===== src/rtl/core/ata_request_sequencer_assert.svh =====
// ----------------------------------------------------------------------------
// ata_request_sequencer_assert.svh - assertion macros for the ATA sequencer
// Each macro samples on the rising edge of clock and is idle while reset is
// high. The including module must have signals named clock and reset.
// ----------------------------------------------------------------------------
`ifndef ATA_REQUEST_SEQUENCER_ASSERT_SVH
`define ATA_REQUEST_SEQUENCER_ASSERT_SVH

// Same-cycle implication
`define ATA_RS_ASSERT_NOW(label, ante, cons) \
   label: assert property (@(posedge clock) disable iff (reset) (ante) |-> (cons)) \
      else $error("ata_rs: same-cycle check failed");

// Next-cycle implication
`define ATA_RS_ASSERT_NEXT(label, ante, cons) \
   label: assert property (@(posedge clock) disable iff (reset) (ante) |=> (cons)) \
      else $error("ata_rs: next-cycle check failed");

`endif


===== src/rtl/core/ata_rs_pkg.sv =====
`timescale 1ns / 1ps
// ----------------------------------------------------------------------------
// ata_rs_pkg - shared types and constants of the ATA request sequencer
// Transaction payloads, queue entry layout, result kinds and helpers.
// ----------------------------------------------------------------------------
package ata_rs_pkg;

   // Queue geometry
   localparam int QUEUE_DEPTH = 16;
   localparam int PTR_W       = (QUEUE_DEPTH > 1) ? $clog2(QUEUE_DEPTH) : 1;
   localparam int FILL_W      = $clog2(QUEUE_DEPTH + 1);

   // Field widths
   localparam int LBA_W   = 28;
   localparam int COUNT_W = 8;

   // Results held per input transaction
   localparam int MAX_RESULTS = 3;
   localparam int RES_CNT_W   = 2;

   // Input command codes
   localparam logic CMD_ENQUEUE = 1'b0;
   localparam logic CMD_IRQ     = 1'b1;

   // Result kinds
   typedef enum logic [2:0] {
      KIND_TASKFILE     = 3'd0,
      KIND_READ_SECTOR  = 3'd1,
      KIND_WRITE_SECTOR = 3'd2,
      KIND_DONE         = 3'd3,
      KIND_ERROR        = 3'd4,
      KIND_FULL         = 3'd5
   } kind_type;

   // Input transaction
   typedef struct packed {
      logic               command;
      logic [LBA_W-1:0]   lba;
      logic [COUNT_W-1:0] sector_total;
      logic               is_write;
      logic               to_slave;
      logic               stat_busy;
      logic               stat_drq;
      logic               stat_ready;
      logic               stat_error;
   } req_type;

   // Result transaction
   typedef struct packed {
      kind_type           kind;
      logic [1:0]         op;
      logic [LBA_W-1:0]   issue_lba;
      logic [COUNT_W-1:0] issue_count;
      logic               issue_slave;
      logic [COUNT_W-1:0] sector_index;
      logic               last;
   } rsp_type;

   // Queue entry: one pending request
   typedef struct packed {
      logic               is_write;
      logic [COUNT_W-1:0] count;
      logic [LBA_W-1:0]   lba;
   } entry_type;

   // Engine to queue control
   typedef struct packed {
      logic push;
      logic pop;
   } fifo_ctrl_type;

   // Queue to engine status
   typedef struct packed {
      logic empty;
      logic full;
   } fifo_status_type;

   // Operation code: DMA flag over write flag
   function automatic logic [1:0] op_code(input logic dma, input logic wr);
      op_code = {dma, wr};
   endfunction

   // Build a result with last cleared
   function automatic rsp_type make_rsp(input kind_type           kind,
                                        input logic [1:0]         op,
                                        input logic [LBA_W-1:0]   lba,
                                        input logic [COUNT_W-1:0] count,
                                        input logic               slave,
                                        input logic [COUNT_W-1:0] idx);
      rsp_type r;
      r.kind         = kind;
      r.op           = op;
      r.issue_lba    = lba;
      r.issue_count  = count;
      r.issue_slave  = slave;
      r.sector_index = idx;
      r.last         = 1'b0;
      make_rsp = r;
   endfunction

endpackage


===== src/rtl/core/ata_rs_fifo.sv =====
`timescale 1ns / 1ps
// ----------------------------------------------------------------------------
// ata_rs_fifo - request queue for one drive
// Register-file FIFO with a fill count; the head reads through to the push
// data when the queue is empty so a request can be queued and started at once.
// ----------------------------------------------------------------------------
`include "ata_request_sequencer_assert.svh"

module ata_rs_fifo
   import ata_rs_pkg::*;
(
   input  logic            clock,
   input  logic            reset,
   input  fifo_ctrl_type   ctrl,
   input  entry_type       push_data,
   output entry_type       head_data,
   output fifo_status_type status
);

   entry_type         mem [QUEUE_DEPTH];
   logic [PTR_W-1:0]  head_ff, head_in;
   logic [PTR_W-1:0]  tail_ff, tail_in;
   logic [FILL_W-1:0] fill_ff, fill_in;

   // Status and head read with empty bypass
   assign status.empty = (fill_ff == '0);
   assign status.full  = (fill_ff == FILL_W'(QUEUE_DEPTH));
   assign head_data    = status.empty ? push_data : mem[head_ff];

   // Pointer and fill update
   always_comb begin
      head_in = head_ff;
      tail_in = tail_ff;
      fill_in = fill_ff;
      if (ctrl.push) begin
         tail_in = (tail_ff == PTR_W'(QUEUE_DEPTH - 1)) ? '0 : tail_ff + PTR_W'(1);
      end
      if (ctrl.pop) begin
         head_in = (head_ff == PTR_W'(QUEUE_DEPTH - 1)) ? '0 : head_ff + PTR_W'(1);
      end
      if (ctrl.push && !ctrl.pop) begin
         fill_in = fill_ff + FILL_W'(1);
      end else if (!ctrl.push && ctrl.pop) begin
         fill_in = fill_ff - FILL_W'(1);
      end
   end

   always_ff @(posedge clock) begin
      if (reset) begin
         head_ff <= '0;
         tail_ff <= '0;
         fill_ff <= '0;
      end else begin
         head_ff <= head_in;
         tail_ff <= tail_in;
         fill_ff <= fill_in;
      end
   end

   // Storage
   always_ff @(posedge clock) begin
      if (ctrl.push) begin
         mem[tail_ff] <= push_data;
      end
   end

   // Checks
   `ATA_RS_ASSERT_NOW(a_push_not_full, ctrl.push, !status.full)
   `ATA_RS_ASSERT_NOW(a_pop_has_data, ctrl.pop, (!status.empty || ctrl.push))
   `ATA_RS_ASSERT_NEXT(a_fill_grows, (ctrl.push && !ctrl.pop), (fill_ff == $past(fill_ff) + FILL_W'(1)))

endmodule


===== src/rtl/core/ata_rs_engine.sv =====
`timescale 1ns / 1ps
// ----------------------------------------------------------------------------
// ata_rs_engine - request state and per-transaction decision logic
// Holds both queues, the active request and the mode register; for one input
// transaction it works out up to three results and the next state.
// ----------------------------------------------------------------------------
module ata_rs_engine
   import ata_rs_pkg::*;
(
   input  logic                 clock,
   input  logic                 reset,
   input  logic                 csr_wr_en,
   input  logic                 csr_wr_data,
   input  logic                 fire,
   input  req_type              item,
   output rsp_type              res_list [MAX_RESULTS],
   output logic [RES_CNT_W-1:0] res_count
);

   // Mode register
   logic use_dma_ff;

   // Active request
   logic               active_ff, active_in;
   logic               active_write_ff, active_write_in;
   logic [COUNT_W-1:0] rem_ff, rem_in;
   logic [COUNT_W-1:0] next_ff, next_in;
   logic [LBA_W-1:0]   cur_lba_ff, cur_lba_in;
   logic [COUNT_W-1:0] cur_count_ff, cur_count_in;
   logic               cur_slave_ff, cur_slave_in;
   logic               cur_dma_ff, cur_dma_in;

   // Queue interface
   fifo_ctrl_type   m_ctrl, s_ctrl, m_ctrl_q, s_ctrl_q;
   fifo_status_type m_stat, s_stat;
   entry_type       m_head, s_head, new_entry;

   // Decision temporaries
   rsp_type            res [MAX_RESULTS];
   logic [RES_CNT_W-1:0] n;
   logic [COUNT_W-1:0] cnt_fix;
   logic [COUNT_W-1:0] rem_dec;
   logic [1:0]         cur_op;
   logic               start;
   logic               start_go;
   logic               start_slave;
   entry_type          start_ent;

   // Queues
   ata_rs_fifo u_master_q (
      .clock     (clock),
      .reset     (reset),
      .ctrl      (m_ctrl_q),
      .push_data (new_entry),
      .head_data (m_head),
      .status    (m_stat)
   );

   ata_rs_fifo u_slave_q (
      .clock     (clock),
      .reset     (reset),
      .ctrl      (s_ctrl_q),
      .push_data (new_entry),
      .head_data (s_head),
      .status    (s_stat)
   );

   // Queue strobes only move on a processed transaction
   always_comb begin
      m_ctrl_q.push = m_ctrl.push && fire;
      m_ctrl_q.pop  = m_ctrl.pop && fire;
      s_ctrl_q.push = s_ctrl.push && fire;
      s_ctrl_q.pop  = s_ctrl.pop && fire;
   end

   // Zero count is taken as one sector
   assign cnt_fix   = (item.sector_total == '0) ? COUNT_W'(1) : item.sector_total;
   assign new_entry = '{is_write: item.is_write, count: cnt_fix, lba: item.lba};
   assign cur_op    = op_code(cur_dma_ff, active_write_ff);
   assign rem_dec   = (rem_ff != '0) ? rem_ff - COUNT_W'(1) : '0;

   // Decision logic
   always_comb begin
      for (int i = 0; i < MAX_RESULTS; i++) begin
         res[i] = '0;
      end
      n               = '0;
      m_ctrl          = '0;
      s_ctrl          = '0;
      start           = 1'b0;
      start_go        = 1'b0;
      start_slave     = 1'b0;
      start_ent       = m_head;
      active_in       = active_ff;
      active_write_in = active_write_ff;
      rem_in          = rem_ff;
      next_in         = next_ff;
      cur_lba_in      = cur_lba_ff;
      cur_count_in    = cur_count_ff;
      cur_slave_in    = cur_slave_ff;
      cur_dma_in      = cur_dma_ff;

      if (item.command == CMD_ENQUEUE) begin
         // Queue the request, or report a full queue and drop it
         if ((item.to_slave && s_stat.full) || (!item.to_slave && m_stat.full)) begin
            res[n] = make_rsp(KIND_FULL, op_code(use_dma_ff, item.is_write), item.lba,
                              cnt_fix, item.to_slave, '0);
            n      = n + RES_CNT_W'(1);
         end else if (item.to_slave) begin
            s_ctrl.push = 1'b1;
         end else begin
            m_ctrl.push = 1'b1;
         end
         start = !active_ff;
      end else if (active_ff && !item.stat_busy) begin
         if (item.stat_error || (!item.stat_drq && !item.stat_ready)) begin
            // Error status aborts the request
            res[n]    = make_rsp(KIND_ERROR, cur_op, cur_lba_ff, cur_count_ff,
                                 cur_slave_ff, next_ff);
            n         = n + RES_CNT_W'(1);
            active_in = 1'b0;
            start     = 1'b1;
         end else if (cur_dma_ff) begin
            // DMA completes on one interrupt
            res[n]    = make_rsp(KIND_DONE, cur_op, cur_lba_ff, cur_count_ff,
                                 cur_slave_ff, '0);
            n         = n + RES_CNT_W'(1);
            active_in = 1'b0;
            start     = 1'b1;
         end else if (!active_write_ff) begin
            // PIO read: one sector per interrupt, the final one reports done
            rem_in  = rem_dec;
            next_in = next_ff + COUNT_W'(1);
            if (rem_dec == '0) begin
               res[n]    = make_rsp(KIND_DONE, cur_op, cur_lba_ff, cur_count_ff,
                                    cur_slave_ff, next_ff);
               active_in = 1'b0;
               start     = 1'b1;
            end else begin
               res[n] = make_rsp(KIND_READ_SECTOR, cur_op, cur_lba_ff, cur_count_ff,
                                 cur_slave_ff, next_ff);
            end
            n = n + RES_CNT_W'(1);
         end else if (rem_ff == '0) begin
            // PIO write finished
            res[n]    = make_rsp(KIND_DONE, cur_op, cur_lba_ff, cur_count_ff,
                                 cur_slave_ff, '0);
            n         = n + RES_CNT_W'(1);
            active_in = 1'b0;
            start     = 1'b1;
         end else begin
            // PIO write: send the next sector
            res[n]  = make_rsp(KIND_WRITE_SECTOR, cur_op, cur_lba_ff, cur_count_ff,
                               cur_slave_ff, next_ff);
            n       = n + RES_CNT_W'(1);
            rem_in  = rem_ff - COUNT_W'(1);
            next_in = next_ff + COUNT_W'(1);
         end
      end

      // Start the next request, master first
      if (start) begin
         if (!m_stat.empty || m_ctrl.push) begin
            m_ctrl.pop  = 1'b1;
            start_ent   = m_head;
            start_slave = 1'b0;
            start_go    = 1'b1;
         end else if (!s_stat.empty || s_ctrl.push) begin
            s_ctrl.pop  = 1'b1;
            start_ent   = s_head;
            start_slave = 1'b1;
            start_go    = 1'b1;
         end
      end

      if (start_go) begin
         active_in       = 1'b1;
         active_write_in = start_ent.is_write;
         cur_lba_in      = start_ent.lba;
         cur_count_in    = start_ent.count;
         cur_slave_in    = start_slave;
         cur_dma_in      = use_dma_ff;
         rem_in          = start_ent.count;
         next_in         = '0;
         res[n] = make_rsp(KIND_TASKFILE, op_code(use_dma_ff, start_ent.is_write),
                           start_ent.lba, start_ent.count, start_slave, '0);
         n      = n + RES_CNT_W'(1);
         // PIO write sends its first sector with the command
         if (!use_dma_ff && start_ent.is_write) begin
            res[n]  = make_rsp(KIND_WRITE_SECTOR, op_code(use_dma_ff, start_ent.is_write),
                               start_ent.lba, start_ent.count, start_slave, '0);
            n       = n + RES_CNT_W'(1);
            rem_in  = start_ent.count - COUNT_W'(1);
            next_in = COUNT_W'(1);
         end
      end

      // Mark the final result
      for (int i = 0; i < MAX_RESULTS; i++) begin
         res[i].last = (RES_CNT_W'(i) == n - RES_CNT_W'(1));
      end
   end

   always_comb begin
      for (int i = 0; i < MAX_RESULTS; i++) begin
         res_list[i] = res[i];
      end
   end
   assign res_count = n;

   // Mode register
   always_ff @(posedge clock) begin
      if (reset) begin
         use_dma_ff <= 1'b0;
      end else if (csr_wr_en) begin
         use_dma_ff <= csr_wr_data;
      end
   end

   // Active request control state
   always_ff @(posedge clock) begin
      if (reset) begin
         active_ff       <= 1'b0;
         active_write_ff <= 1'b0;
         rem_ff          <= '0;
         next_ff         <= '0;
      end else if (fire) begin
         active_ff       <= active_in;
         active_write_ff <= active_write_in;
         rem_ff          <= rem_in;
         next_ff         <= next_in;
      end
   end

   // Active request payload
   always_ff @(posedge clock) begin
      if (fire) begin
         cur_lba_ff   <= cur_lba_in;
         cur_count_ff <= cur_count_in;
         cur_slave_ff <= cur_slave_in;
         cur_dma_ff   <= cur_dma_in;
      end
   end

endmodule


===== src/rtl/core/ata_request_sequencer.sv =====
`timescale 1ns / 1ps
// ----------------------------------------------------------------------------
// ata_request_sequencer - host-side ATA LBA28 request sequencer
// Queues read and write requests per drive and sequences task-file, sector,
// completion and error events from drive interrupts.
// ----------------------------------------------------------------------------
// Usage:
//   req_*  : input transactions (enqueue a request, or an interrupt with the
//            drive status). Taken when req_valid is high and req_stall low.
//   rsp_*  : result transactions, zero to three per input, the final one
//            flagged by last. Taken when rsp_valid is high and rsp_stall low.
//   csr_*  : use_dma mode bit, written when csr_wr_en is high; the mode is
//            latched per request when its task file is issued.
//   Flow: an input lands in the input register, is decided once the result
//   buffer is empty, and its results are offered from the result buffer register.
//   Throughput: one input per cycle while inputs cause no result; otherwise
//   the three-entry result buffer must drain before the next decision.
//   A new input is taken into the input register while results still drain.
//   Reset clears the queues, the active request, the mode bit and all
//   handshake state. When the receiver stalls, the current result holds and
//   req_stall rises once the input register is also occupied.
// ----------------------------------------------------------------------------
`include "ata_request_sequencer_assert.svh"

module ata_request_sequencer
   import ata_rs_pkg::*;
(
   input  logic    clock,
   input  logic    reset,
   input  logic    req_valid,
   output logic    req_stall,
   input  req_type req_data,
   output logic    rsp_valid,
   input  logic    rsp_stall,
   output rsp_type rsp_data,
   input  logic    csr_wr_en,
   input  logic    csr_wr_data
);

   // Input register
   req_type in_ff;
   logic    in_valid_ff, in_valid_in;

   // Result buffer
   rsp_type              buf_ff [MAX_RESULTS];
   logic [RES_CNT_W-1:0] cnt_ff, cnt_in;
   logic [RES_CNT_W-1:0] rd_ff, rd_in;

   rsp_type              res_list [MAX_RESULTS];
   logic [RES_CNT_W-1:0] res_count;
   logic                 fire;
   logic                 req_take;
   logic                 rsp_take;

   // Handshake
   assign fire      = in_valid_ff && (cnt_ff == '0);
   assign req_stall = in_valid_ff && !fire;
   assign req_take  = req_valid && !req_stall;
   assign rsp_valid = (cnt_ff != '0);
   assign rsp_take  = rsp_valid && !rsp_stall;
   assign rsp_data  = buf_ff[rd_ff];

   ata_rs_engine u_engine (
      .clock       (clock),
      .reset       (reset),
      .csr_wr_en   (csr_wr_en),
      .csr_wr_data (csr_wr_data),
      .fire        (fire),
      .item        (in_ff),
      .res_list    (res_list),
      .res_count   (res_count)
   );

   // Input register control
   always_comb begin
      in_valid_in = in_valid_ff;
      if (req_take) begin
         in_valid_in = 1'b1;
      end else if (fire) begin
         in_valid_in = 1'b0;
      end
   end

   always_ff @(posedge clock) begin
      if (reset) begin
         in_valid_ff <= 1'b0;
      end else begin
         in_valid_ff <= in_valid_in;
      end
   end

   always_ff @(posedge clock) begin
      if (req_take) begin
         in_ff <= req_data;
      end
   end

   // Result buffer control: load on a decision, drain one per take
   always_comb begin
      cnt_in = cnt_ff;
      rd_in  = rd_ff;
      if (fire) begin
         cnt_in = res_count;
         rd_in  = '0;
      end else if (rsp_take) begin
         cnt_in = cnt_ff - RES_CNT_W'(1);
         rd_in  = rd_ff + RES_CNT_W'(1);
      end
   end

   always_ff @(posedge clock) begin
      if (reset) begin
         cnt_ff <= '0;
         rd_ff  <= '0;
      end else begin
         cnt_ff <= cnt_in;
         rd_ff  <= rd_in;
      end
   end

   always_ff @(posedge clock) begin
      if (fire) begin
         for (int i = 0; i < MAX_RESULTS; i++) begin
            buf_ff[i] <= res_list[i];
         end
      end
   end

   // Checks
   `ATA_RS_ASSERT_NOW(a_buf_in_range, rsp_valid, ((3'(rd_ff) + 3'(cnt_ff)) <= 3'(MAX_RESULTS)))
   `ATA_RS_ASSERT_NOW(a_last_on_final, (cnt_ff == RES_CNT_W'(1)), rsp_data.last)
   `ATA_RS_ASSERT_NOW(a_no_early_last, (cnt_ff > RES_CNT_W'(1)), !rsp_data.last)

endmodule

===== config.mk =====
export PLATFORM = sky130hd
export DESIGN_NAME = ata_request_sequencer
export DESIGN_NICKNAME = d
export VERILOG_FILES = /design/src/rtl/core/ata_rs_pkg.sv /design/src/rtl/core/ata_rs_fifo.sv /design/src/rtl/core/ata_rs_engine.sv /design/src/rtl/core/ata_request_sequencer.sv
export VERILOG_INCLUDE_DIRS = /design/src /design/src/rtl/core
export SDC_FILE = /design/constraint.sdc
export NUM_CORES = 2
export LEC_CHECK = 0
export BUFFER_PORTS_ARGS = -buffer_cell sky130_fd_sc_hd__buf_4
export CAP_MARGIN = 20
export CORE_UTILIZATION = 60
export DETAILED_ROUTE_END_ITERATION = 12
export PLACE_DENSITY_LB_ADDON = 0.05
export SYNTH_ARGS = -nofsm -noshare
export SYNTH_HDL_FRONTEND = slang
export SYNTH_HIERARCHICAL = 1
export SYNTH_SLANG_ARGS = --single-unit

===== constraint.sdc =====
create_clock -name clock -period 10.45 [get_ports clock]
set_clock_uncertainty 0.2 [all_clocks]
set_input_delay 1.5675 -clock clock [delete_from_list [all_inputs] [get_ports clock]]
set_output_delay 1.5675 -clock clock [all_outputs]
set_load 0.05 [all_outputs]

==> flow_summary.json <==
{
  "status": "completed",
  "hpwl_um": 76000,
  "finalSetupTns_ns": 0,
  "grt_use_met1": 0.413,
  "synthTopCellsByArea": "edfxtp_1 (72%), mux4_2 (11%), mux2i_1 (2.9%)",
  "numCtsBuffers": 150,
  "wl_per_cell_um": 30.9,
  "setup_viol": 0,
  "drtAntennaViolNets": 0,
  "synth_top_area_frac": 0.720,
  "grt_pass1_vias": 31200,
  "cp_data_required_time_ns": 8.68,
  "stdcell_area_sq_um": 65800,
  "dr.pass1.iters": 5,
  "cts_tree": "built",
  "wirelength_um": 143000,
  "numPortBuffers": 101,
  "cp-start-kind": "flop",
  "fin_crit_sh": 0.486,
  "die_area_sq_um": 99800,
  "via_count": 30600,
  "grt_util_all_layers": 0.294,
  "layout-drive-gt1-share": 0.228,
  "min_path_type": "reg -> reg",
  "cts_setup_buffers": 0,
  "syn_area_sq_um": 59100,
  "worstSetupPathType": "reg -> out",
  "syn_inst": 3068,
  "post_cts_resize_count": 0,
  "p_leak_nw": 21.2,
  "clk_latency_ns": 0.75,
  "core_sq_um": 97100,
  "io_pins": 102,
  "drv_cap": 0,
  "std_cell_rows": 114,
  "final_cells": 4621,
  "peakVddDrop_v": 0.000201,
  "grt_pass1_wl_um": 208000,
  "yosysUniqueCellTypes": 77,
  "power_mw": 15.1,
  "cts_root_buffer": "clkbuf_16",
  "yosysWarnings": 6,
  "ys_ff_latch": 1478,
  "synth_ff_type": "edfxtp_1",
  "rsz0062_at_grt": "false",
  "dp_worst_setup_slack_ns": 5.33,
  "cts_sinks": 1478,
  "viasPerCell": 6.62,
  "max_slew_margin": 0.248,
  "postPlaceCellArea_sq_um": 61000,
  "fmax_ghz": 0.197,
  "period_needed_ns": 5.08,
  "end_kind": "output port",
  "use_met3": 0.0523,
  "dp_cells": 4346,
  "critPathBufInv": 2,
  "critPathArrivalTime_ns": 3.31,
  "clkTransAtPathRegs_ns": 0.06,
  "area_growth_pct": 11.3,
  "ctsHoldBuffers": 0,
  "avgSynthCellArea_sq_um": 19.3,
  "clockBufferDepth": 3,
  "busiest_layer": "met2",
  "drc": 0,
  "nets": 3305,
  "yosys.area.top_type": "edfxtp_1",
  "htreeDepth": 4,
  "worst_pin_slew_ns": 1.13,
  "die_height_um": 316,
  "pwr_density_cell_nw_per_um2": 230,
  "gp_congestion": 0.868,
  "crit_family": "buffers and inverters",
  "crit_slowest_cell": "o21ai_0",
  "ys_seq_area_frac": 0.741,
  "die_w_um": 316,
  "maxSlewViolCount": 0,
  "async_flop_share": 0,
  "synth_edf_count": 1418,
  "setup_ws_ns": 5.37,
  "hold_viol_final": 0,
  "cpPeakStageDelay_ns": 0.76,
  "antenna_found_initial": 2,
  "grtUsageMet2": 0.465,
  "start_util": 0.609,
  "grt_max_degree": 103,
  "critPathMaxFanout": 30,
  "drt-initial-drc-count": 3340,
  "crit_top_cell": "buf_4",
  "grt_overflow": 0,
  "worstPathCellList": "buf_4, mux2i_1, o21ai_0, buf_4"
}
==> state kept, by name, indices dropped and copies added, names as in the netlist, 2 cells and up, named ones only <==
register	flops
u_engine/u_master_q/mem	592
u_engine/u_slave_q/mem	592
buf_ff	153
in_ff	43
u_engine/cur_lba_ff	28
u_engine/cur_count_ff	8
u_engine/next_ff	8
u_engine/rem_ff	8
u_engine/u_master_q/fill_ff	5
u_engine/u_slave_q/fill_ff	5
u_engine/u_master_q/head_ff	4
u_engine/u_master_q/tail_ff	4
u_engine/u_slave_q/head_ff	4
u_engine/u_slave_q/tail_ff	4
cnt_ff	2
rd_ff	2
==> cell type report <==
type | instances | area [sq um]
antenna | 1 | 2.50
clock buffer | 191 | 4000
clock inverter | 77 | 669
fill | 6225 | 31400
inverter | 60 | 225
multi-input combinational | 1353 | 14000
sequential | 1478 | 43800
tap | 1276 | 1600
timing repair buffer | 185 | 1480
==> synth_stat cells, types with 9 or more instances <==
| cell type | n |
|---|---|
| nor2_1 | 129 |
| mux4_2 | 294 |
| a22oi_1 | 41 |
| buf_2 | 57 |
| o21ai_0 | 107 |
| clkbuf_1 | 52 |
| nor2_2 | 12 |
| inv_1 | 58 |
| ha_1 | 26 |
| a211oi_1 | 75 |
| dfxtp_1 | 60 |
| buf_6 | 19 |
| a21o_1 | 79 |
| buf_4 | 52 |
| and2_1 | 44 |
| xor2_1 | 12 |
| xnor2_1 | 18 |
| o22ai_1 | 78 |
| nand2_1 | 85 |
| edfxtp_1 | 1418 |
| mux2i_1 | 173 |
| nor3_1 | 11 |
| a21oi_1 | 28 |
| or3_1 | 9 |
==> through the flow <==
step	hold WS, ns	utilization
after floorplan	0.248	-
final	0.295	0.677
after detailed placement	0.283	0.628
after CTS	0.295	0.676
after global placement	0.276	0.628
after global routing	0.340	0.677
==> where the power goes <==
part | switching [mW] | internal (mW) | total (mW)
clock | 2.16 | 2.95 | 5.11
combinational | 2.08 | 0.858 | 2.94
sequential | 0.119 | 6.94 | 7.06
total | 4.35 | 10.8 | 15.1
==> routing by layer <==
layer / wire length, um / vias to the layer above
li1: - / 12700
met1: 57500 / 16100
met2: 68700 / 1460
met3: 11500 / 247
met4: 5150 / 0
met5: 0 / -
==> cells in the final DEF, fill, tap and decap left out, drive strengths merged, types with 28 or more instances in the layout <==
| cell type | netlist | final |
|---|---|---|
| nor2 | 141 | 141 |
| and2 | 44 | 44 |
| o22ai | 78 | 78 |
| mux4 | 296 | 296 |
| mux2i | 174 | 174 |
| a21o | 79 | 79 |
| clkinv | 0 | 60 |
| a21oi | 28 | 28 |
| o21ai | 111 | 111 |
| edfxtp | 1418 | 1418 |
| a22oi | 41 | 41 |
| buf | 142 | 185 |
| inv | 60 | 66 |
| dfxtp | 60 | 60 |
| a211oi | 76 | 76 |
| nand2 | 86 | 86 |
| clkbuf | 55 | 191 |
==> final timing paths <==
check,from,endpoint,slack (ns),cells after the start
max reg2reg,flop,u_engine/rem_ff[6],5.44,14
min,cnt_ff[0],cnt_ff[0],0.29,2
min reg2reg,cnt_ff[0],cnt_ff[0],0.29,2
max,flop,rsp_data[24],5.37,4
==> worst reg2reg max path, stage by stage (launching register included) <==
cell and delay [ns]:
dfxtp_4 0.95, buf_4 0.89, mux4_2 0.61, mux2i_1 0.14, a211oi_1 0.12, a21o_1 0.23, mux2i_1 0.35, ha_1 0.25
inv_1 0.05, or3_1 0.39, nor4_1 0.25, xnor2_1 0.17, nand2_1 0.07, o21ai_0 0.10, o22ai_1 0.11
==> cells by family after synthesis <==
| group | synth area share |
|---|---|
| buf+inv | 0.0260 |
| flops | 0.741 |
| mux | 0.143 |
| compound gates | 0.0501 |
| other cells | 0.0000634 |
| fa+ha+maj | 0.00618 |
| simple gates | 0.0294 |
| xor+xnor | 0.00444 |
No activity file was read; power rests on OpenSTA's default activity.
